$ cat config.mk
export PLATFORM = sky130hd
export DESIGN_NAME = ring_buffer_deque
export DESIGN_NICKNAME = d
export VERILOG_FILES = /design/src/rtl/rbd_pkg.sv /design/src/rtl/rbd_ram.sv /design/src/rtl/rbd_ctrl.sv /design/src/rtl/rbd_dp.sv /design/src/rtl/ring_buffer_deque.sv
export SDC_FILE = /design/constraint.sdc
export NUM_CORES = 1
export LEC_CHECK = 0
export BUFFER_PORTS_ARGS = -buffer_cell sky130_fd_sc_hd__buf_4
export CORE_MARGIN = 2
export CORE_UTILIZATION = 45
export DETAILED_ROUTE_END_ITERATION = 12
export GPL_TIMING_DRIVEN = 0
export SLEW_MARGIN = 20
export SYNTH_ARGS = -nofsm -noshare
export SYNTH_HDL_FRONTEND = slang
export SYNTH_SLANG_ARGS = --single-unit
export TNS_END_PERCENT = 30
$ cat constraint.sdc
create_clock -name clk -period 18.9 [get_ports clk]
set_input_delay 1.89 -clock clk [delete_from_list [all_inputs] [get_ports clk]]
set_output_delay 1.89 -clock clk [all_outputs]
set_load 0.01 [all_outputs]
$ cat src/rtl/rbd_pkg.sv
// Shared types and constants for the ring buffer deque.
// No dependencies; imported by all deque modules except the generic rbd_ram.
`default_nettype none

package rbd_pkg;

  localparam int CAP_W      = 5;
  localparam int COUNT_W    = 5;
  localparam int OP_W       = 3;
  localparam int VAL_W      = 32;
  localparam int OUT_DATA_W = 72;
  localparam int CFG_ADDR_W = 3;
  localparam int CFG_DATA_W = 32;
  localparam int CFG_IDX_W  = 1;

  localparam logic [CAP_W-1:0]     CAP_RESET    = 5'd16;
  localparam logic [CFG_IDX_W-1:0] REG_CAPACITY = 1'b0;

  typedef enum logic [OP_W-1:0] {
    OP_PUSH_FRONT = 3'd0,
    OP_PUSH_BACK  = 3'd1,
    OP_POP_FRONT  = 3'd2,
    OP_POP_BACK   = 3'd3,
    OP_QUERY      = 3'd4
  } op_t;

  typedef enum logic [1:0] {
    ST_IDLE,
    ST_EXEC,
    ST_READ,
    ST_LOAD
  } state_t;

  typedef struct packed {
    logic capture;
    logic exec;
    logic read;
    logic load_out;
  } cmd_t;

  typedef struct packed {
    logic cfg_write;
  } stat_t;

endpackage

`default_nettype wire

$ cat src/rtl/rbd_ram.sv
// Generic RAM: one write port, two read ports with registered read data.
// No dependencies.
`default_nettype none

module rbd_ram #(
  parameter int WIDTH = 32,
  parameter int DEPTH = 16,
  localparam int AW = (DEPTH > 1) ? $clog2(DEPTH) : 1
) (
  input  wire logic                   clk,
  input  wire logic                   we,
  input  wire logic [AW-1:0]          waddr,
  input  wire logic [WIDTH-1:0]       wdata,
  input  wire logic                   re,
  input  wire logic [AW-1:0]          raddr_a,
  input  wire logic [AW-1:0]          raddr_b,
  output logic      [WIDTH-1:0]       rdata_a,
  output logic      [WIDTH-1:0]       rdata_b
);

  logic [WIDTH-1:0] mem [DEPTH];

  always_ff @(posedge clk) begin
    if (we) begin
      mem[waddr] <= wdata;
    end
    if (re) begin
      rdata_a <= mem[raddr_a];
      rdata_b <= mem[raddr_b];
    end
  end

endmodule

`default_nettype wire

$ cat src/rtl/rbd_ctrl.sv
// Sequencer for the deque: capture, execute, read back, load result.
// Depends on rbd_pkg.
`default_nettype none

module rbd_ctrl (
  input  wire logic          clk,
  input  wire logic          rst_n,
  input  wire logic          in_tvalid,
  output logic               in_tready,
  output logic               out_tvalid,
  input  wire logic          out_tready,
  input  wire rbd_pkg::stat_t stat,
  output rbd_pkg::cmd_t      cmd
);

  import rbd_pkg::*;

  state_t state_r, state_nxt;
  logic   out_valid_r, out_valid_nxt;

  always_ff @(posedge clk) begin
    if (!rst_n) begin
      state_r     <= ST_IDLE;
      out_valid_r <= 1'b0;
    end else begin
      state_r     <= state_nxt;
      out_valid_r <= out_valid_nxt;
    end
  end

  always_comb begin
    state_nxt     = state_r;
    cmd           = '0;
    in_tready     = 1'b0;
    out_valid_nxt = out_valid_r & ~out_tready;
    unique case (state_r)
      ST_IDLE: begin
        // config restart owns this cycle
        in_tready = ~stat.cfg_write;
        if (in_tvalid && !stat.cfg_write) begin
          cmd.capture = 1'b1;
          state_nxt   = ST_EXEC;
        end
      end
      ST_EXEC: begin
        cmd.exec  = 1'b1;
        state_nxt = ST_READ;
      end
      ST_READ: begin
        cmd.read  = 1'b1;
        state_nxt = ST_LOAD;
      end
      ST_LOAD: begin
        if (!out_valid_r || out_tready) begin
          cmd.load_out  = 1'b1;
          out_valid_nxt = 1'b1;
          state_nxt     = ST_IDLE;
        end
      end
      default: begin
        state_nxt = ST_IDLE;
      end
    endcase
  end

  assign out_tvalid = out_valid_r;

endmodule

`default_nettype wire

$ cat src/rtl/rbd_dp.sv
// Deque datapath: capacity register, indices, count, slot RAM, result register.
// Depends on rbd_pkg and rbd_ram.
`default_nettype none

module rbd_dp #(
  parameter int DEPTH      = 16,
  parameter int DATA_WIDTH = 32
) (
  input  wire logic                           clk,
  input  wire logic                           rst_n,
  input  wire rbd_pkg::cmd_t                  cmd,
  output rbd_pkg::stat_t                      stat,
  input  wire logic [rbd_pkg::OP_W-1:0]       in_opcode,
  input  wire logic [rbd_pkg::VAL_W-1:0]      in_value,
  input  wire logic                           cfg_psel,
  input  wire logic                           cfg_penable,
  input  wire logic                           cfg_pwrite,
  input  wire logic [rbd_pkg::CFG_ADDR_W-1:0] cfg_paddr,
  input  wire logic [rbd_pkg::CFG_DATA_W-1:0] cfg_pwdata,
  output logic      [rbd_pkg::CFG_DATA_W-1:0] cfg_prdata,
  output logic      [rbd_pkg::OUT_DATA_W-1:0] out_data
);

  import rbd_pkg::*;

  localparam int IDX_W = (DEPTH > 1) ? $clog2(DEPTH) : 1;
  localparam int SW    = ((IDX_W > CAP_W) ? IDX_W : CAP_W) + 1;

  function automatic logic [CAP_W-1:0] clamp_cap(input logic [CAP_W-1:0] v);
    logic [CAP_W-1:0] r;
    if (v == '0) begin
      r = CAP_W'(1);
    end else if (int'(v) > DEPTH) begin
      r = CAP_W'(DEPTH);
    end else begin
      r = v;
    end
    return r;
  endfunction

  function automatic logic [IDX_W-1:0] front_init(input logic [CAP_W-1:0] cap);
    return (cap == CAP_W'(1)) ? '0 : IDX_W'(1);
  endfunction

  function automatic logic [IDX_W-1:0] step_up(input logic [IDX_W-1:0] i,
                                               input logic [CAP_W-1:0] cap);
    logic [IDX_W-1:0] r;
    if (SW'(i) + SW'(1) >= SW'(cap)) begin
      r = '0;
    end else begin
      r = i + IDX_W'(1);
    end
    return r;
  endfunction

  function automatic logic [IDX_W-1:0] step_down(input logic [IDX_W-1:0] i,
                                                 input logic [CAP_W-1:0] cap);
    logic [IDX_W-1:0] r;
    if (i == '0) begin
      r = IDX_W'(cap - CAP_W'(1));
    end else begin
      r = i - IDX_W'(1);
    end
    return r;
  endfunction

  logic [CAP_W-1:0]      cap_r, cap_nxt;
  logic [IDX_W-1:0]      front_r, front_nxt;
  logic [IDX_W-1:0]      back_r, back_nxt;
  logic [COUNT_W-1:0]    count_r, count_nxt;
  logic [OP_W-1:0]       op_r;
  logic [DATA_WIDTH-1:0] val_r;
  logic                  ok_r, ok_nxt;
  logic [OUT_DATA_W-1:0] out_r;

  logic [CAP_W-1:0]      cap_eff;
  logic                  full, empty;
  logic                  ram_we;
  logic [IDX_W-1:0]      ram_waddr;
  logic [DATA_WIDTH-1:0] rdata_a, rdata_b;
  logic [VAL_W-1:0]      front_v, back_v;
  logic                  cfg_hit;
  logic [CAP_W-1:0]      new_cap;

  assign cfg_hit = cfg_psel && cfg_penable && cfg_pwrite &&
                   (cfg_paddr[CFG_ADDR_W-1:2] == REG_CAPACITY);
  assign stat.cfg_write = cfg_hit;
  assign cfg_prdata = (cfg_paddr[CFG_ADDR_W-1:2] == REG_CAPACITY) ?
                      CFG_DATA_W'(cap_r) : '0;

  assign new_cap = clamp_cap(cfg_pwdata[CAP_W-1:0]);
  assign cap_eff = clamp_cap(cap_r);
  assign full    = (count_r >= cap_eff);
  assign empty   = (count_r == '0);

  always_comb begin
    cap_nxt   = cap_r;
    front_nxt = front_r;
    back_nxt  = back_r;
    count_nxt = count_r;
    ok_nxt    = ok_r;
    ram_we    = 1'b0;
    ram_waddr = front_r;
    if (cmd.exec) begin
      ok_nxt = 1'b0;
      unique case (op_t'(op_r))
        OP_PUSH_FRONT: begin
          if (!full) begin
            ram_waddr = step_down(front_r, cap_eff);
            ram_we    = 1'b1;
            front_nxt = ram_waddr;
            count_nxt = count_r + COUNT_W'(1);
            ok_nxt    = 1'b1;
          end
        end
        OP_PUSH_BACK: begin
          if (!full) begin
            ram_waddr = step_up(back_r, cap_eff);
            ram_we    = 1'b1;
            back_nxt  = ram_waddr;
            count_nxt = count_r + COUNT_W'(1);
            ok_nxt    = 1'b1;
          end
        end
        OP_POP_FRONT: begin
          if (!empty) begin
            front_nxt = step_up(front_r, cap_eff);
            count_nxt = count_r - COUNT_W'(1);
            ok_nxt    = 1'b1;
          end
        end
        OP_POP_BACK: begin
          if (!empty) begin
            back_nxt  = step_down(back_r, cap_eff);
            count_nxt = count_r - COUNT_W'(1);
            ok_nxt    = 1'b1;
          end
        end
        OP_QUERY: begin
          ok_nxt = 1'b1;
        end
        default: begin
          ok_nxt = 1'b0;
        end
      endcase
    end
    if (cfg_hit) begin
      cap_nxt   = cfg_pwdata[CAP_W-1:0];
      count_nxt = '0;
      back_nxt  = '0;
      front_nxt = front_init(new_cap);
    end
  end

  always_ff @(posedge clk) begin
    if (!rst_n) begin
      cap_r   <= CAP_RESET;
      front_r <= front_init(clamp_cap(CAP_RESET));
      back_r  <= '0;
      count_r <= '0;
    end else begin
      cap_r   <= cap_nxt;
      front_r <= front_nxt;
      back_r  <= back_nxt;
      count_r <= count_nxt;
    end
  end

  always_ff @(posedge clk) begin
    ok_r <= ok_nxt;
    if (cmd.capture) begin
      op_r  <= in_opcode;
      val_r <= DATA_WIDTH'(in_value);
    end
    if (cmd.load_out) begin
      out_r <= {1'b0, empty, count_r, back_v, front_v, ok_r};
    end
  end

  // occupied slots were always written since restart; empty reads as zero
  assign front_v = empty ? '0 : VAL_W'(rdata_a);
  assign back_v  = empty ? '0 : VAL_W'(rdata_b);

  rbd_ram #(
    .WIDTH (DATA_WIDTH),
    .DEPTH (DEPTH)
  ) u_ram (
    .clk     (clk),
    .we      (ram_we),
    .waddr   (ram_waddr),
    .wdata   (val_r),
    .re      (cmd.read),
    .raddr_a (front_r),
    .raddr_b (back_r),
    .rdata_a (rdata_a),
    .rdata_b (rdata_b)
  );

  assign out_data = out_r;

endmodule

`default_nettype wire

$ cat src/rtl/ring_buffer_deque.sv
// Channel  Dir  Handshake              Payload
// in       in   in_tvalid/in_tready    tuser opcode, tdata entry_value
// out      out  out_tvalid/out_tready  tdata op_ok..is_empty
// cfg      in   APB psel/penable       capacity_in_use at byte address 0
//
// Each request passes through capture (the accepting step), update and slot
// write, slot RAM read at front/back, and result load. A new request is taken
// only once the last has loaded its result, set by the write-then-read order
// on the slot RAM.
// Synchronous active-low reset; no clearing pass, empty slots read as zero.
// A result waits in the output register; the next request is taken meanwhile
// and the sequencer holds at result load until the register is free.
//
// Top level of the ring buffer deque; depends on rbd_pkg, rbd_ctrl, rbd_dp.
`default_nettype none

module ring_buffer_deque #(
  parameter int DEPTH      = 16,
  parameter int DATA_WIDTH = 32
) (
  input  wire logic                           clk,
  input  wire logic                           rst_n,
  input  wire logic                           in_tvalid,
  output logic                                in_tready,
  input  wire logic [rbd_pkg::VAL_W-1:0]      in_tdata,  // [31:0] entry_value
  input  wire logic [rbd_pkg::OP_W-1:0]       in_tuser,  // [2:0] opcode
  output logic                                out_tvalid,
  input  wire logic                           out_tready,
  // [0] op_ok, [32:1] front_value, [64:33] back_value, [69:65] entry_count,
  // [70] is_empty, [71] zero
  output logic      [rbd_pkg::OUT_DATA_W-1:0] out_tdata,
  input  wire logic                           cfg_psel,
  input  wire logic                           cfg_penable,
  input  wire logic                           cfg_pwrite,
  input  wire logic [rbd_pkg::CFG_ADDR_W-1:0] cfg_paddr,
  input  wire logic [rbd_pkg::CFG_DATA_W-1:0] cfg_pwdata,
  output logic      [rbd_pkg::CFG_DATA_W-1:0] cfg_prdata,
  output logic                                cfg_pready
);

  import rbd_pkg::*;

  cmd_t  cmd;
  stat_t stat;

  assign cfg_pready = 1'b1;

  rbd_ctrl u_ctrl (
    .clk        (clk),
    .rst_n      (rst_n),
    .in_tvalid  (in_tvalid),
    .in_tready  (in_tready),
    .out_tvalid (out_tvalid),
    .out_tready (out_tready),
    .stat       (stat),
    .cmd        (cmd)
  );

  rbd_dp #(
    .DEPTH      (DEPTH),
    .DATA_WIDTH (DATA_WIDTH)
  ) u_dp (
    .clk         (clk),
    .rst_n       (rst_n),
    .cmd         (cmd),
    .stat        (stat),
    .in_opcode   (in_tuser),
    .in_value    (in_tdata),
    .cfg_psel    (cfg_psel),
    .cfg_penable (cfg_penable),
    .cfg_pwrite  (cfg_pwrite),
    .cfg_paddr   (cfg_paddr),
    .cfg_pwdata  (cfg_pwdata),
    .cfg_prdata  (cfg_prdata),
    .out_data    (out_tdata)
  );

endmodule

`default_nettype wire

Word-level counts from Yosys, hierarchy flattened
Memory sizes are Yosys's and may differ from the RTL's. A register that Yosys moved wholly into a read port is not among the register bits. Cells that the tools add are included.

Flip-flop bits (word level): 128. Memory bits (writable): 512. Bits of input ports: 77. Output and inout port bits: 107. Word-level logic and storage cells: 114. Memories: 1.

Add/sub/neg operators: 9. Magnitude comparators: 5. Equality and inequality tests: 15. Multiplexer cells: 43. Bitwise operators: 5. Reductions and logical operators: 25.

Memory list: u_dp.u_ram.mem (words 16, width 32, rd ports 2, clocked after memory_dff 2, write ports 1, RTL line rbd_ram.sv:21) `logic [WIDTH-1:0] mem [DEPTH];`.

Operator list (number): 4-bit two-way mux (12); 5-bit two-way mux (7); 4-bit case mux with 2 select lines (3); 1-bit two-way mux (16); 5-bit >= comparator (3); 5-bit logical NOT (3); 4-bit by 1-bit subtractor with 4-bit output, second input constant (3); 4-bit by 1-bit adder with 5-bit output, second input constant (2); 5-bit greater-than comparator, second input constant (2); 5-bit case mux with 2 select lines (1); 4-bit by 1-bit adder with 4-bit output, second input constant (2); 4-bit logical NOT (2); 2-bit != test, second input constant (4); 2-bit case mux with 4 select lines (1); 4-bit AND reduction (2); 3-bit by 2-bit equality test with 1-bit output, second input constant (2); 2-bit nonzero test (3); 2-bit OR reduction (3); 5-bit by 1-bit adder with 5-bit output, second input constant (1); 5-bit by 1-bit equality test with 1-bit output, second input constant (1); 5-bit by 1-bit subtractor with 5-bit output, second input constant (1); 2-bit equality test, second input constant (2); 1-bit logical AND (4); 2-bit two-way mux (2); 15 further kinds (20).

Longest topological paths before layout
Gate-level depths: netlist (run 1).

Depth in word-level cells: 9. Mapped depth: 12.

Cells and area by module
From an unflattened synthesis (run 1), not the netlist that was laid out.

Cell total of the unflattened synthesis: 1604. Area total of the unflattened synthesis: 30777.0 sq um.

By module, submodules not included: rbd_ram (times used 1, cells an instance 1141, area each 24828.8 sq um, seq. area each 17296.6 sq um); rbd_dp (times used 1, cells an instance 438, area each 5711.7 sq um, seq. area each 3573.4 sq um); rbd_ctrl (times used 1, cells an instance 23, area each 225.2 sq um, seq. area each 60.1 sq um); ring_buffer_deque (times used 1, cells an instance 2, area each 11.3 sq um, seq. area each 0.0 sq um).

Worst setup path after synthesis (run 1)
No wires, ideal clock.

Path kind: reg2reg. Start point: register u_dp.back_r[0]. End point: memory u_dp.u_ram.mem[1][0], enable pin. Setup time: 0.513 ns. Data arrival time: 6.266 ns. Setup slack: 12.121 ns. Cell stages (with the launch flop): 13. Path buffers: 3. Path through: dfxtp_1 clkbuf_1 buf_1 inv_1 ha_1 ha_1 nand2_1 o21a_1 o32ai_1 nor4_1 o22a_1 buf_4 nor4b_1.

Cells in the longest elaborated chain, start to end: 6.

Ends and longest elaborated chain: start, declared (RTL line rbd_dp.sv:69) `logic [IDX_W-1:0] back_r, back_nxt;`; start signal, assigned (RTL line rbd_dp.sv:164) `back_r <= back_nxt;`; 4-bit by 1-bit adder with 5-bit output (RTL line rbd_dp.sv:48) `if (SW'(i) + SW'(1) >= SW'(cap)) begin`; 5-bit >= comparator (RTL line rbd_dp.sv:48); 4-bit two-way mux (*) (RTL line rbd_dp.sv:48); 4-bit two-way mux (*) (RTL line rbd_dp.sv:117) `if (!full) begin`; 4-bit case mux with 2 select lines (*) (RTL line rbd_dp.sv:106) `unique case (op_t'(op_r))`; 4-bit two-way mux (*) (RTL line rbd_dp.sv:104) `if (cmd.exec) begin`; end, declared (RTL line rbd_ram.sv:21).

Every way passes the cells marked *; elsewhere a longest branch is shown, timed or not.

Final worst setup path (run 1)
Start point: register u_dp.back_r[0]. End point: memory u_dp.u_ram.mem[8][13], enable pin.

The elaborated chain is that of the path after synthesis.

==> results.md, run 1 <==
Run status:
- The flow ran to the end, and the final reports show no timing, DRC or antenna violations.

Power:
- IR analysis of the VDD net gives a maximum drop of 0.0654 mV.
- After layout, the design draws a total of 0.00408 W.
- The cell leakage power is 12.0 nW.
- In this run, the combinational gates consume 16.0% of the power.
- The clock power share is 34.7%.
- For this design the ratio of total power to cell area is 112 nW/µm².
- Cell internal power was estimated by the tool at 0.00300 W.
- The net switching power is 0.00108 W.
- Of the total power, the share spent switching nets is 26.4%.
- The sequential share of power is 49.3%.

Drt:
- The vias after detailed routing is 16800.
- The routed design has 82500 µm of wire.
- The per-cell via count in the routed design is 6.06.
- The detail route stage leaves a number of antenna-violating nets equal to 0.
- After the first detailed-routing iteration, the DRC count stood at 1905.
- The detailed-router iteration count before antenna repair is 5.
- In the final routed layout, each cell accounts on average for 29.8 µm.
- The remaining routing DRC violations is 0.

Layout:
- In the final layout, the share of cells above drive strength 1 is 40.0%.
- The net count of the finished layout is 1935.
- The top cell types in the final layout, fill and taps aside, are sky130_fd_sc_hd__edfxtp_1 (683), sky130_fd_sc_hd__mux4_2 (320), sky130_fd_sc_hd__buf_4 (184).
- The library cell used most frequently in the layout, excluding fill and tap cells, is sky130_fd_sc_hd__edfxtp_1.
- Measured on the finished design, the core utilization comes to 53.3%.
- Fill cells in the final layout number 5367.
- The repair_antennas step left the layout with diodes totalling 0.
- The area growth from synthesis to layout is 17.5%.

Floorplan:
- Measured along the y axis, the die boundary spans 267 µm.
- The core area is 68500 µm².
- The die outline width is 267 µm.
- For this configuration, the core starts out at a cell density of 45.4%.
- The floorplan step defined a die boundary enclosing 71100 µm².
- The floorplan has 96 rows.
- For this design the top-level I/O count stands at 184.

Yosys:
- After synthesis, the cell types taking the most area are sky130_fd_sc_hd__edfxtp_1 (66%), sky130_fd_sc_hd__mux4_2 (23%), sky130_fd_sc_hd__nor2b_1 (1.5%), sky130_fd_sc_hd__dfxtp_1 (1.4%), sky130_fd_sc_hd__ha_1 (1.0%).
- After synthesis, flip-flops and latches occupy 67.4% of the total area.
- Summed over its instances, the top area cell type makes up 66.0% of the synthesized netlist area.
- Among all flip-flop cells after synthesis, the most frequent one is sky130_fd_sc_hd__edfxtp_1.
- The leading area contributor after synthesis is sky130_fd_sc_hd__edfxtp_1.
- The number of library cell types mapped by synthesis is 67.
- The synthesized area per cell is 20.9 µm².
- The number of register bits inferred by synthesis is 704.
- During synthesis, Yosys emitted a total of 0 warnings.
- Counting every instance in the synthesized netlist gives 1488.
- After synthesis the cells add up to 31100 µm².
- For this run, asynchronously set or reset flops after synthesis account for 0%.
- Yosys mapped a number of flops with a built-in enable equal to 683.

Worst setup path:
- The data required time at the worst endpoint is 19.22 ns.
- The buffers plus inverters on the worst setup path is 8.
- The critical path is of the reg2reg type.
- On the critical path the largest part of the delay comes from buffers and inverters.
- The largest stage delay on the critical path is 0.70 ns.
- The most repeated library cell on the critical path is sky130_fd_sc_hd__buf_2.
- The nature of the critical path endpoint is a register.
- The worst setup path is launched from a register.
- Walking the worst path, the cells encountered are clkbuf_1 -> buf_1 -> inv_1 -> ha_1 -> ha_1 -> nand2_1 -> o21a_1 -> o32ai_1 -> nor4_1 -> o22a_1 -> buf_4 -> nor4_2 -> buf_2 -> buf_2 -> buf_4 -> buf_2.
- The largest fanout on the critical path is 10.
- The slowest stage of the critical path is the sky130_fd_sc_hd__nor4_2 cell.
- Data on the critical path arrives at its endpoint at 6.16 ns.

Place:
- The global placement routability congestion is 0.842.
- Port buffering added 125 buffers.
- The post-detailed-placement half-perimeter wirelength is 56700 µm.

Flow run:
- The tool flagged a number of max-cap violations equal to 0.

Global routing:
- The wire length of the first global-routing pass is 119000 µm.
- The final global-route overflow total is 0.
- The initial antenna violation count is 0.
- Entering global routing, the biggest net connects 34 pins.
- For this run, the total global-route usage over all layers was measured as 23.7%.
- The number of global-route vias before repair came to 17200.

Timing:
- The accumulated negative setup slack is 0 ns.
- The number of hold violations in the final report is 0.
- The slew at the pin closest to its max-slew limit is 1.15 ns.
- The final worst clock skew is 0.0233 ns.
- The count of endpoints failing setup in the final report is 0.
- Counting I/O delays and the setup requirement, the final critical path takes 5.83 ns.
- The upper clock frequency limit is 171 MHz.
- The final critical path takes up 30.9% of the cycle.
- The total count of max-transition violations in the final report was 0.
- Headroom to the max-slew limit came out at 22.8%.
- Setup repair after global routing left no endpoint under its margin.
- On the final layout, the worst hold slack is 0.424 ns.

CTS:
- After clock tree synthesis, the clock-pin slew on the worst setup and hold paths is 0.06 ns.
- The TritonCTS clock tree is yes.
- The number of hold-repair buffers added at the cts stage is 0.
- The clock reaches the later pin of the worst-skew pair after 0.63 ns.
- The post-CTS setup repair buffer count is 0.
- The tree is rooted in a sky130_fd_sc_hd__clkbuf_16.
- The CTS sink count is 704.
- The maximum buffer depth of the clock tree is 3.
- The number of buffers created by CTS is 77.
- The clock tree synthesis step divided the H-tree into 3 levels.
- Post-CTS repair changed the size of 0 cells.

Min path:
- The path class of the tightest hold or removal check is reg2reg.
## through the flow
stage	instance area [µm²]	std cells	setup slack (ns)
after floorplan	31200	1515	12.12
after global placement	33200	2522	6.16
after detailed placement	34200	2635	13.07
after CTS	36500	2773	13.07
after global routing	36500	2773	12.70
final	36500	2773	13.07
## state kept, by name (all words and copies together) (netlist names)
name	count
u_dp.count_r	5
u_dp.op_r	3
u_ctrl.state_r	2
u_dp.out_data	71
u_dp.front_r	4
u_ctrl.out_tvalid	1
u_dp.ok_r	1
u_dp.back_r	4
u_dp.u_ram.rdata_a	32
u_dp.cap_r	5
u_dp.u_ram.rdata_b	32
u_dp.val_r	32
u_dp.u_ram.mem	512
## synthesized netlist by cell type, drive strengths merged (3+ instances only)
cell type    n
a311oi       5
nor2        33
and3         5
nand2       23
or4          3
nor2b       74
xor2         3
mux2i       10
ha          25
clkbuf      54
and2         5
a21o         6
dfxtp       21
or3b         3
mux2         3
o211ai       3
nor4         7
xnor2        6
nand3        6
o21ai       11
a21oi       23
o21a         3
nor3         7
edfxtp     683
buf         67
nor4b        9
a211oi       7
inv         16
nand2b       7
mux4       320
## power groups by stage
| stage | sequential, W | combinational [W] | clock [W] |
|---|---|---|---|
| 6_report | 0.00201 | 0.000653 | 0.00141 |
| 5_1_grt | 0.00203 | 0.000696 | 0.00150 |
| 4_1_cts | 0.00201 | 0.000665 | 0.00144 |
| 3_5_place_dp | 0.00204 | 0.000662 | 0 |
| 3_3_place_gp | 0.00206 | 0.000618 | 0 |
| 2_1_floorplan | 0.00202 | 0.000388 | 0 |
## worst reg2reg max path, delay by kind of cell (launching register included)
kind	cells	cell delay [ns]
AO/OA/AOI/OAI	3	1.03
adder cells (fa/ha/maj)	2	0.73
buffers and inverters	8	2.47
flip-flops	1	0.36
AND/OR/NAND/NOR	3	0.94
## path summary, 6_finish.rpt
check,slack (ns),startpoint,cells past startpoint,to
hold reg to reg,0.42,u_dp.ok_r,0,u_dp.out_data[0]
setup / recovery,13.07,u_dp.back_r[0],16,u_dp.u_ram.mem[8][13]
setup reg to reg,13.07,u_dp.back_r[0],16,u_dp.u_ram.mem[8][13]
hold / removal,0.42,u_dp.ok_r,0,u_dp.out_data[0]
## layout make-up
cell class                 count  area, µm²  share of cell area, %
buffer                       121        612                   1.68
timing repair buffer         238       1740                   4.77
clock buffer                  91       2020                   5.54
inverter                      16       60.1                  0.165
clock inverter                47        332                  0.908
multi-input combinational    674       9700                   26.6
sequential                   704      20900                   57.3
tap                          882       1100                   3.02
## kinds of logic (layout without fill, tap and decap cells)
kind of cell             Yosys count  after routing  synth area share, %
flip-flops                       704            704                 67.4
multiplexers                     333            333                 23.6
AND/OR/NAND/NOR                  194            194                 3.63
buffers and inverters            137            513                 2.10
AO/OA/AOI/OAI                     83             83                 1.90
adder cells (fa/ha/maj)           26             26                 1.07
XOR/XNOR                           9              9                0.254
other                              2             29               0.0242
## layer usage
layer | wire length, µm | vias to the layer above | track usage [%]
met4 | 1750 | 0 | 6.50
met1 | 33400 | 9019 | 32.1
li1 | - | 6995 | -
met3 | 5550 | 119 | 3.57
met5 | 0 | - | 0
met2 | 41900 | 684 | 40.2
Power figures use the tool's default switching activity.
==> run 2: changes to the inputs <==
Clock period 18.9 ns to 5.6 ns, I/O delays scaled along.
==> run 2 against run 1 <==
Effect of this change:
- routed wire length down 1.9%
- global-route usage down 0.22 points
- sequential power rose to 3.4 times the previous value
- clock skew up 0.0018 ns
- combinational power rose to 3.4 times the previous value
- sequential cell count unchanged
- via count down 1.4%
- setup slack worse by 13 ns
- largest power group unchanged
- highest routed layer unchanged
==> results.md, run 2 (synthesis results as in run 1) <==
Drt:
- The vias after detailed routing was 16600 (was 16800).
- The number of violations reported at the end of detailed-routing iteration 0 is 1685 (was 1905).
- The remaining routing DRC violations is 0 (unchanged).
- The average wire per standard cell is 29.3 µm (was 29.8 µm).
- The total routed wirelength was 81000 µm (was 82500 µm).
- The number of routed nets with antenna violations was 0 (unchanged).
- The per-cell via count in the routed design is 6.01 (was 6.06).
- The detailed-router iteration count before antenna repair came to 5 (unchanged).

Worst setup path:
- The element type at the critical path start was a register (unchanged).
- The data required time at the worst endpoint came to 5.91 ns (was 19.22 ns).
- The nature of the critical path endpoint is a register (unchanged).
- The largest fanout on the critical path is 10 (unchanged).
- The arrival time at the worst endpoint was 5.65 ns (was 6.16 ns).
- The critical path class is reg2reg (unchanged).

Floorplan:
- The vertical die dimension is 267 µm (unchanged).
- The starting density of the core is 45.4% (unchanged).
- The die outline area was 71100 µm² (unchanged).
- The core area was 68500 µm² (unchanged).
- The die outline width is 267 µm (unchanged).
- The I/O pin total came to 184 (unchanged).
- The placement row count is 96 (unchanged).

CTS:
- The post-CTS setup repair buffer count came to 0 (unchanged).
- The level count of the clock H-tree was 3 (unchanged).
- The clock latency at the later pin of the worst-skew pair is 0.63 ns (about the same).
- The TritonCTS clock tree is yes (unchanged).
- The count of instances resized after the clock tree is built is 1 (was 0).
- The root buffer cell is sky130_fd_sc_hd__clkbuf_16 (unchanged).
- The number of buffers created by CTS is 77 (unchanged).
- The maximum buffer depth of the clock tree is 3 (unchanged).
- The clock edge transition at the registers on the reported setup and hold paths is 0.06 ns (about the same).
- The number of hold-repair buffers added at the cts stage is 0 (unchanged).
- The CTS sink count is 704 (unchanged).

Place:
- The global placement routability congestion is 0.803 (was 0.842).
- The post-detailed-placement half-perimeter wirelength is 56000 µm (was 56700 µm).
- The number of I/O port buffers is 125 (unchanged).

Timing:
- The count of endpoints failing setup in the final report is 0 (unchanged).
- The final worst clock skew is 0.0251 ns (was 0.0233 ns).
- The ratio of final minimum period to clock period is 95.4% (was 30.9%).
- The max-slew headroom at the worst pin is 19.3% (was 22.8%).
- The total count of max-transition violations in the final report was 0 (unchanged).
- The number of hold violations in the final report is 0 (unchanged).
- The slew at the pin closest to its max-slew limit was 1.21 ns (was 1.15 ns).
- Unrepaired setup endpoints after global routing: no (unchanged).
- The time the final worst path needs with I/O delays and setup came to 5.34 ns (was 5.83 ns).
- The upper clock frequency limit is 187 MHz (was 171 MHz).

Layout:
- The top register by number of flip-flops is u_dp.u_ram.mem (unchanged).
- The net count of the finished layout came to 1916 (was 1935).
- The antenna diode count is 0 (unchanged).
- The fraction of final layout cells with drive strength greater than 1 was 40.0% (about the same).
- The area added between synthesis and finish is 18.8% (was 17.5%).
- The number of flip-flops under the largest register name was 512 (unchanged).
- The final cell utilization of the core is 53.9% (was 53.3%).
- Top library cells by usage in the layout, fill and taps aside: sky130_fd_sc_hd__edfxtp_1 (683), sky130_fd_sc_hd__mux4_2 (320), sky130_fd_sc_hd__buf_4 (180) (was sky130_fd_sc_hd__edfxtp_1 (683), sky130_fd_sc_hd__mux4_2 (320), sky130_fd_sc_hd__buf_4 (184)).
- The most frequent standard cell in the layout excluding fill and tap cells was sky130_fd_sc_hd__edfxtp_1 (unchanged).

Global routing:
- The final global-route overflow total is 0 (unchanged).
- The global router's overall resource usage is 23.5% (was 23.7%).
- The maximum number of pins on one net before global-route repair was 38 (was 34).
- The number of global-route vias before repair is 17200 (about the same).
- The initial antenna violation count is 1 (was 0).
- The wire length of the first global-routing pass is 118000 µm (was 119000 µm).

Power:
- The overall power consumption is 0.0144 W (was 0.00408 W).
- The total power per unit cell area is 391 nW/µm² (was 112 nW/µm²).
- The cell leakage power came to 12.1 nW (was 12.0 nW).
- The worst voltage drop across the vdd grid is 0.198 mV (was 0.0654 mV).

Flow run:
- The total of max-cap violations was 0 (unchanged).

Min path:
- The class of the worst hold path is in2reg (was reg2reg).

Run status:
- Status: finished clean (unchanged).
-- run 2: changes by cell type in the layout (fill, tap and decap cells not counted), moves of 3 or more --
cell and change:
sky130_fd_sc_hd__buf_2 -27, sky130_fd_sc_hd__bufinv_16 +12, sky130_fd_sc_hd__buf_6 +10, sky130_fd_sc_hd__clkinv_1 -6, sky130_fd_sc_hd__clkinvlp_4 -5, sky130_fd_sc_hd__buf_4 -4, sky130_fd_sc_hd__nor4b_2 -4, sky130_fd_sc_hd__nor4b_4 +4
sky130_fd_sc_hd__inv_16 +3
-- run 2: critical path, cell delays in order, from the launching register on --
cell and delay, ns:
sky130_fd_sc_hd__dfxtp_1 0.40, sky130_fd_sc_hd__clkbuf_1 0.78, sky130_fd_sc_hd__clkbuf_1 0.57, sky130_fd_sc_hd__and3_1 0.26, sky130_fd_sc_hd__ha_1 0.22, sky130_fd_sc_hd__inv_1 0.06
sky130_fd_sc_hd__o32ai_1 0.61, sky130_fd_sc_hd__nor4_1 0.18, sky130_fd_sc_hd__o22a_1 0.24, sky130_fd_sc_hd__buf_4 0.21, sky130_fd_sc_hd__nor4_2 0.60, sky130_fd_sc_hd__buf_4 0.27
sky130_fd_sc_hd__buf_2 0.22, sky130_fd_sc_hd__buf_4 0.19, sky130_fd_sc_hd__buf_2 0.20
-- run 2: worst paths after layout --
path | startpoint | end | slack [ns] | depth (start not counted)
max | u_dp.back_r[2] | u_dp.u_ram.mem[9][17] | 0.26 | 14
min | in_tdata[15] | u_dp.val_r[15] | 0.11 | 1
min reg2reg | u_dp.ok_r | u_dp.out_data[0] | 0.42 | 0
max reg2reg | u_dp.back_r[2] | u_dp.u_ram.mem[9][17] | 0.26 | 14
-- run 2: final cells by class --
cell class / count / area (µm²)
Buffer: 121 / 614
Clock buffer: 92 / 2010
Clock inverter: 51 / 684
Fill cell: 5355 / 31600
Inverter: 16 / 60.1
Multi-Input combinational cell: 674 / 9760
Sequential cell: 704 / 20900
Tap cell: 882 / 1100
Timing Repair Buffer: 219 / 1720
-- run 2: where the power goes --
group / internal [W] / total (W) / switching [W]
Combinational: 0.000941 / 0.00220 / 0.00126
Clock: 0.00329 / 0.00541 / 0.00213
Sequential: 0.00648 / 0.00680 / 0.000320
Total: 0.0107 / 0.0144 / 0.00371
-- run 2: through the flow --
| step | cells | setup slack [ns] | area, µm² | TNS (ns) | hold WS [ns] |
|---|---|---|---|---|---|
| finish | 2759 | 0.260 | 36900 | 0 | 0.105 |
| global route | 2759 | 0.0341 | 36900 | 0 | 0.0857 |
| CTS | 2759 | 0.219 | 36900 | 0 | 0.0698 |
| detailed placement | 2616 | -0.0350 | 34200 | -0.224 | 0.406 |
| global placement | 2522 | -6.72 | 33200 | -2278.63 | 0.406 |
| floorplan | 1515 | -1.07 | 31200 | -242.24 | 0.400 |
-- run 2: layer usage --
layer	share of wire (%)	vias to the layer above	wire, µm	GRT usage [%]
met1	41	8842	33100	32.5
met3	6.7	116	5410	3.39
met5	0	-	0	0
met2	50	671	40400	38.9
met4	2.5	0	2050	7.14
li1	-	6959	-	-
==> run 3: changes to the inputs <==
Settings changed: CELL_PAD_IN_SITES_DETAIL_PLACEMENT set to 0, CELL_PAD_IN_SITES_GLOBAL_PLACEMENT set to 1, PLACE_DENSITY_LB_ADDON set to 0.1.
==> run 3 against run 2 <==
Effect of this change:
- routed wire length is 2.3% higher
- via count is 0.63% higher
- non-clock buffer count is 3 higher
- clock skew is 0.0044 ns higher
- design area is 0.94% lower
- setup slack better by 0.11 ns
- critical endpoint is now u_dp.u_ram.mem[10][17]
==> results.md, run 3 (synthesis results as in run 1) <==
Drt:
- The average wire per standard cell was 30.0 µm (was 29.3 µm).
- The remaining routing DRC violations is 0 (unchanged).
- The detailed-router iteration count before antenna repair is 5 (unchanged).
- The number of routed nets with antenna violations came to 0 (unchanged).
- The vias after detailed routing is 16700 (was 16600).
- The total routed wirelength is 82800 µm (was 81000 µm).
- The number of violations reported at the end of detailed-routing iteration 0 is 1659 (was 1685).
- The per-cell via count in the routed design is 6.05 (was 6.01).

Floorplan:
- The starting density of the core came to 45.4% (unchanged).
- The die outline area is 71100 µm² (unchanged).
- The vertical die dimension is 267 µm (unchanged).
- The placement row count is 96 (unchanged).
- The core area is 68500 µm² (unchanged).
- The die outline width is 267 µm (unchanged).
- The I/O pin total is 184 (unchanged).

Timing:
- The count of endpoints failing setup in the final report is 0 (unchanged).
- The max-slew headroom at the worst pin came to 23.0% (was 19.3%).
- The upper clock frequency limit is 191 MHz (was 187 MHz).
- The accumulated negative setup slack is 0 ns (unchanged).
- The total count of max-transition violations in the final report came to 0 (unchanged).
- Unrepaired setup endpoints after global routing: no (unchanged).
- The final-layout worst hold slack came to 0.108 ns (was 0.105 ns).
- The final worst clock skew is 0.0295 ns (was 0.0251 ns).
- The number of hold violations in the final report is 0 (unchanged).
- The ratio of final minimum period to clock period is 93.4% (was 95.4%).
- The time the final worst path needs with I/O delays and setup is 5.23 ns (was 5.34 ns).
- The slew at the pin closest to its max-slew limit is 1.15 ns (was 1.21 ns).

Layout:
- The net count of the finished layout is 1919 (was 1916).
- The cell area after layout is 36500 µm² (was 36900 µm²).
- Top library cells by usage in the layout, fill and taps aside: sky130_fd_sc_hd__edfxtp_1 (683), sky130_fd_sc_hd__mux4_2 (320), sky130_fd_sc_hd__buf_4 (174) (was sky130_fd_sc_hd__edfxtp_1 (683), sky130_fd_sc_hd__mux4_2 (320), sky130_fd_sc_hd__buf_4 (180)).
- The area added between synthesis and finish is 17.6% (was 18.8%).
- The fill cell total of the finished layout is 5377 (was 5355).
- The footprint of the flip-flops and latches is 20900 µm² (unchanged).
- The top register by number of flip-flops is u_dp.u_ram.mem (unchanged).
- The final cell utilization of the core is 53.4% (was 53.9%).
- The most frequent standard cell in the layout excluding fill and tap cells is sky130_fd_sc_hd__edfxtp_1 (unchanged).
- The area of combinational cells with multiple inputs is 9770 µm² (was 9760 µm²).
- The antenna diode count was 0 (unchanged).
- The fraction of final layout cells with drive strength greater than 1 is 39.4% (was 40.0%).
- The number of flip-flops under the largest register name is 512 (unchanged).

Power:
- The cell leakage power came to 12.0 nW (was 12.1 nW).
- The overall power consumption is 0.0138 W (was 0.0144 W).
- The total power per unit cell area is 377 nW/µm² (was 391 nW/µm²).
- The worst voltage drop across the vdd grid is 0.250 mV (was 0.198 mV).

Global routing:
- The global router's overall resource usage is 23.9% (was 23.5%).
- The number of global-route vias before repair came to 17200 (about the same).
- The wire length of the first global-routing pass came to 119000 µm (was 118000 µm).
- The maximum number of pins on one net before global-route repair came to 39 (was 38).
- The final global-route overflow total is 0 (unchanged).
- The initial antenna violation count is 1 (unchanged).

Place:
- The post-detailed-placement half-perimeter wirelength is 57600 µm (was 56000 µm).
- The global placement routability congestion is 0.834 (was 0.803).
- The post-placement cell area was 34200 µm² (about the same).
- The number of I/O port buffers is 125 (unchanged).

Worst setup path:
- The critical path class was reg2reg (unchanged).
- The nature of the critical path endpoint is a register (unchanged).
- Series of cell instances along the critical path: clkbuf_2 -> clkbuf_1 -> and3_1 -> ha_1 -> inv_1 -> o32ai_2 -> nor4_1 -> o22a_1 -> buf_4 -> nor4_4 -> buf_2 -> buf_4 -> buf_2 -> buf_2 -> buf_2 -> buf_2 (was clkbuf_1 -> clkbuf_1 -> and3_1 -> ha_1 -> inv_1 -> o32ai_1 -> nor4_1 -> o22a_1 -> buf_4 -> nor4_2 -> buf_4 -> buf_2 -> buf_4 -> buf_2).
- The largest delay contributor family on the critical path is buffers and inverters (unchanged).
- The element type at the critical path start is a register (unchanged).
- The library cell contributing the largest single delay on the critical path is sky130_fd_sc_hd__clkbuf_1 (unchanged).
- The largest fanout on the critical path is 10 (unchanged).
- The largest stage delay on the critical path was 0.66 ns (was 0.78 ns).
- The most repeated library cell on the critical path is sky130_fd_sc_hd__buf_2 (was sky130_fd_sc_hd__buf_4).
- The buffers plus inverters on the worst setup path is 10 (was 8).
- The arrival time at the worst endpoint is 5.55 ns (was 5.65 ns).
- The path depth of the worst reg2reg path is 16 (was 14).
- The data required time at the worst endpoint is 5.92 ns (was 5.91 ns).
- The count of cell instances traversed by the critical path is 16 (was 14).

CTS:
- The TritonCTS clock tree was yes (unchanged).
- The post-CTS setup repair buffer count came to 0 (unchanged).
- The clock latency at the later pin of the worst-skew pair is 0.63 ns (about the same).
- The clock edge transition at the registers on the reported setup and hold paths is 0.06 ns (about the same).
- The maximum buffer depth of the clock tree is 3 (unchanged).
- The level count of the clock H-tree was 3 (unchanged).
- The number of buffers created by CTS is 77 (unchanged).
- The number of hold-repair buffers added at the cts stage is 0 (unchanged).
- The CTS sink count is 704 (unchanged).
- The root buffer cell is sky130_fd_sc_hd__clkbuf_16 (unchanged).

Flow run:
- The total of max-cap violations is 0 (unchanged).

Min path:
- The class of the worst hold path is in2reg (unchanged).
- The number of stages on the worst hold path came to 1 (unchanged).

Run status:
- Status: finished clean (unchanged).
==> run 3: cell count changes in the layout (fill, tap and decap cells not counted), moves of 2 or more <==
cell and delta:
sky130_fd_sc_hd__clkbuf_1 +4, sky130_fd_sc_hd__inv_16 -3, sky130_fd_sc_hd__clkbuf_16 +2, sky130_fd_sc_hd__buf_12 +2, sky130_fd_sc_hd__buf_16 -2, sky130_fd_sc_hd__buf_2 +5
sky130_fd_sc_hd__buf_4 -6, sky130_fd_sc_hd__clkinv_8 +2, sky130_fd_sc_hd__inv_6 -3, sky130_fd_sc_hd__bufinv_16 -13, sky130_fd_sc_hd__buf_6 +4, sky130_fd_sc_hd__clkbuf_2 +3
sky130_fd_sc_hd__clkinv_1 +5
==> run 3: worst paths after layout <==
kind,start,to,slack [ns]
hold reg to reg,u_dp.ok_r,u_dp.out_data[0],0.42
setup / recovery,u_dp.back_r[2],u_dp.u_ram.mem[10][17],0.37
hold / removal,in_tdata[10],u_dp.val_r[10],0.11
setup reg to reg,u_dp.back_r[2],u_dp.u_ram.mem[10][17],0.37
==> run 3: layout make-up <==
cell class	count	share of cell area [%]
plain buffers	119	1.66
flip-flops and latches	704	57.3
well taps	882	3.02
repair buffers	224	4.73
clock inverters	40	0.729
multi-input cells	674	26.7
inverters	16	0.164
clock buffers	99	5.67
==> run 3: metrics by stage <==
stage,std cells,worst slack [ns]
final,2758,0.368
after global placement,2522,-7.30
after floorplan,1515,-1.07
after CTS,2759,0.0354
after global routing,2758,0.162
after detailed placement,2621,-0.679
==> run 3: routing by layer <==
layer / share of wire [%] / vias to the layer above / wire length [µm] / GRT usage (%)
li1: - / 6957 / - / -
met1: 41 / 8926 / 34100 / 33.3
met2: 49 / 675 / 40800 / 38.8
met3: 7.0 / 135 / 5790 / 4.04
met4: 2.5 / 0 / 2060 / 7.49
met5: 0 / - / 0 / 0
==> run 3: repair_timing <==
action	4_1_cts	5_1_grt
gates resized for setup	5	3
setup endpoints to repair	58	20
pin swaps	0	1
==> run 3: report_power, final <==
part | total (W) | switching, W | internal [W]
sequential | 0.00680 | 0.000320 | 0.00648
clock | 0.00476 | 0.00206 | 0.00271
combinational | 0.00221 | 0.00127 | 0.000937
total | 0.0138 | 0.00365 | 0.0101
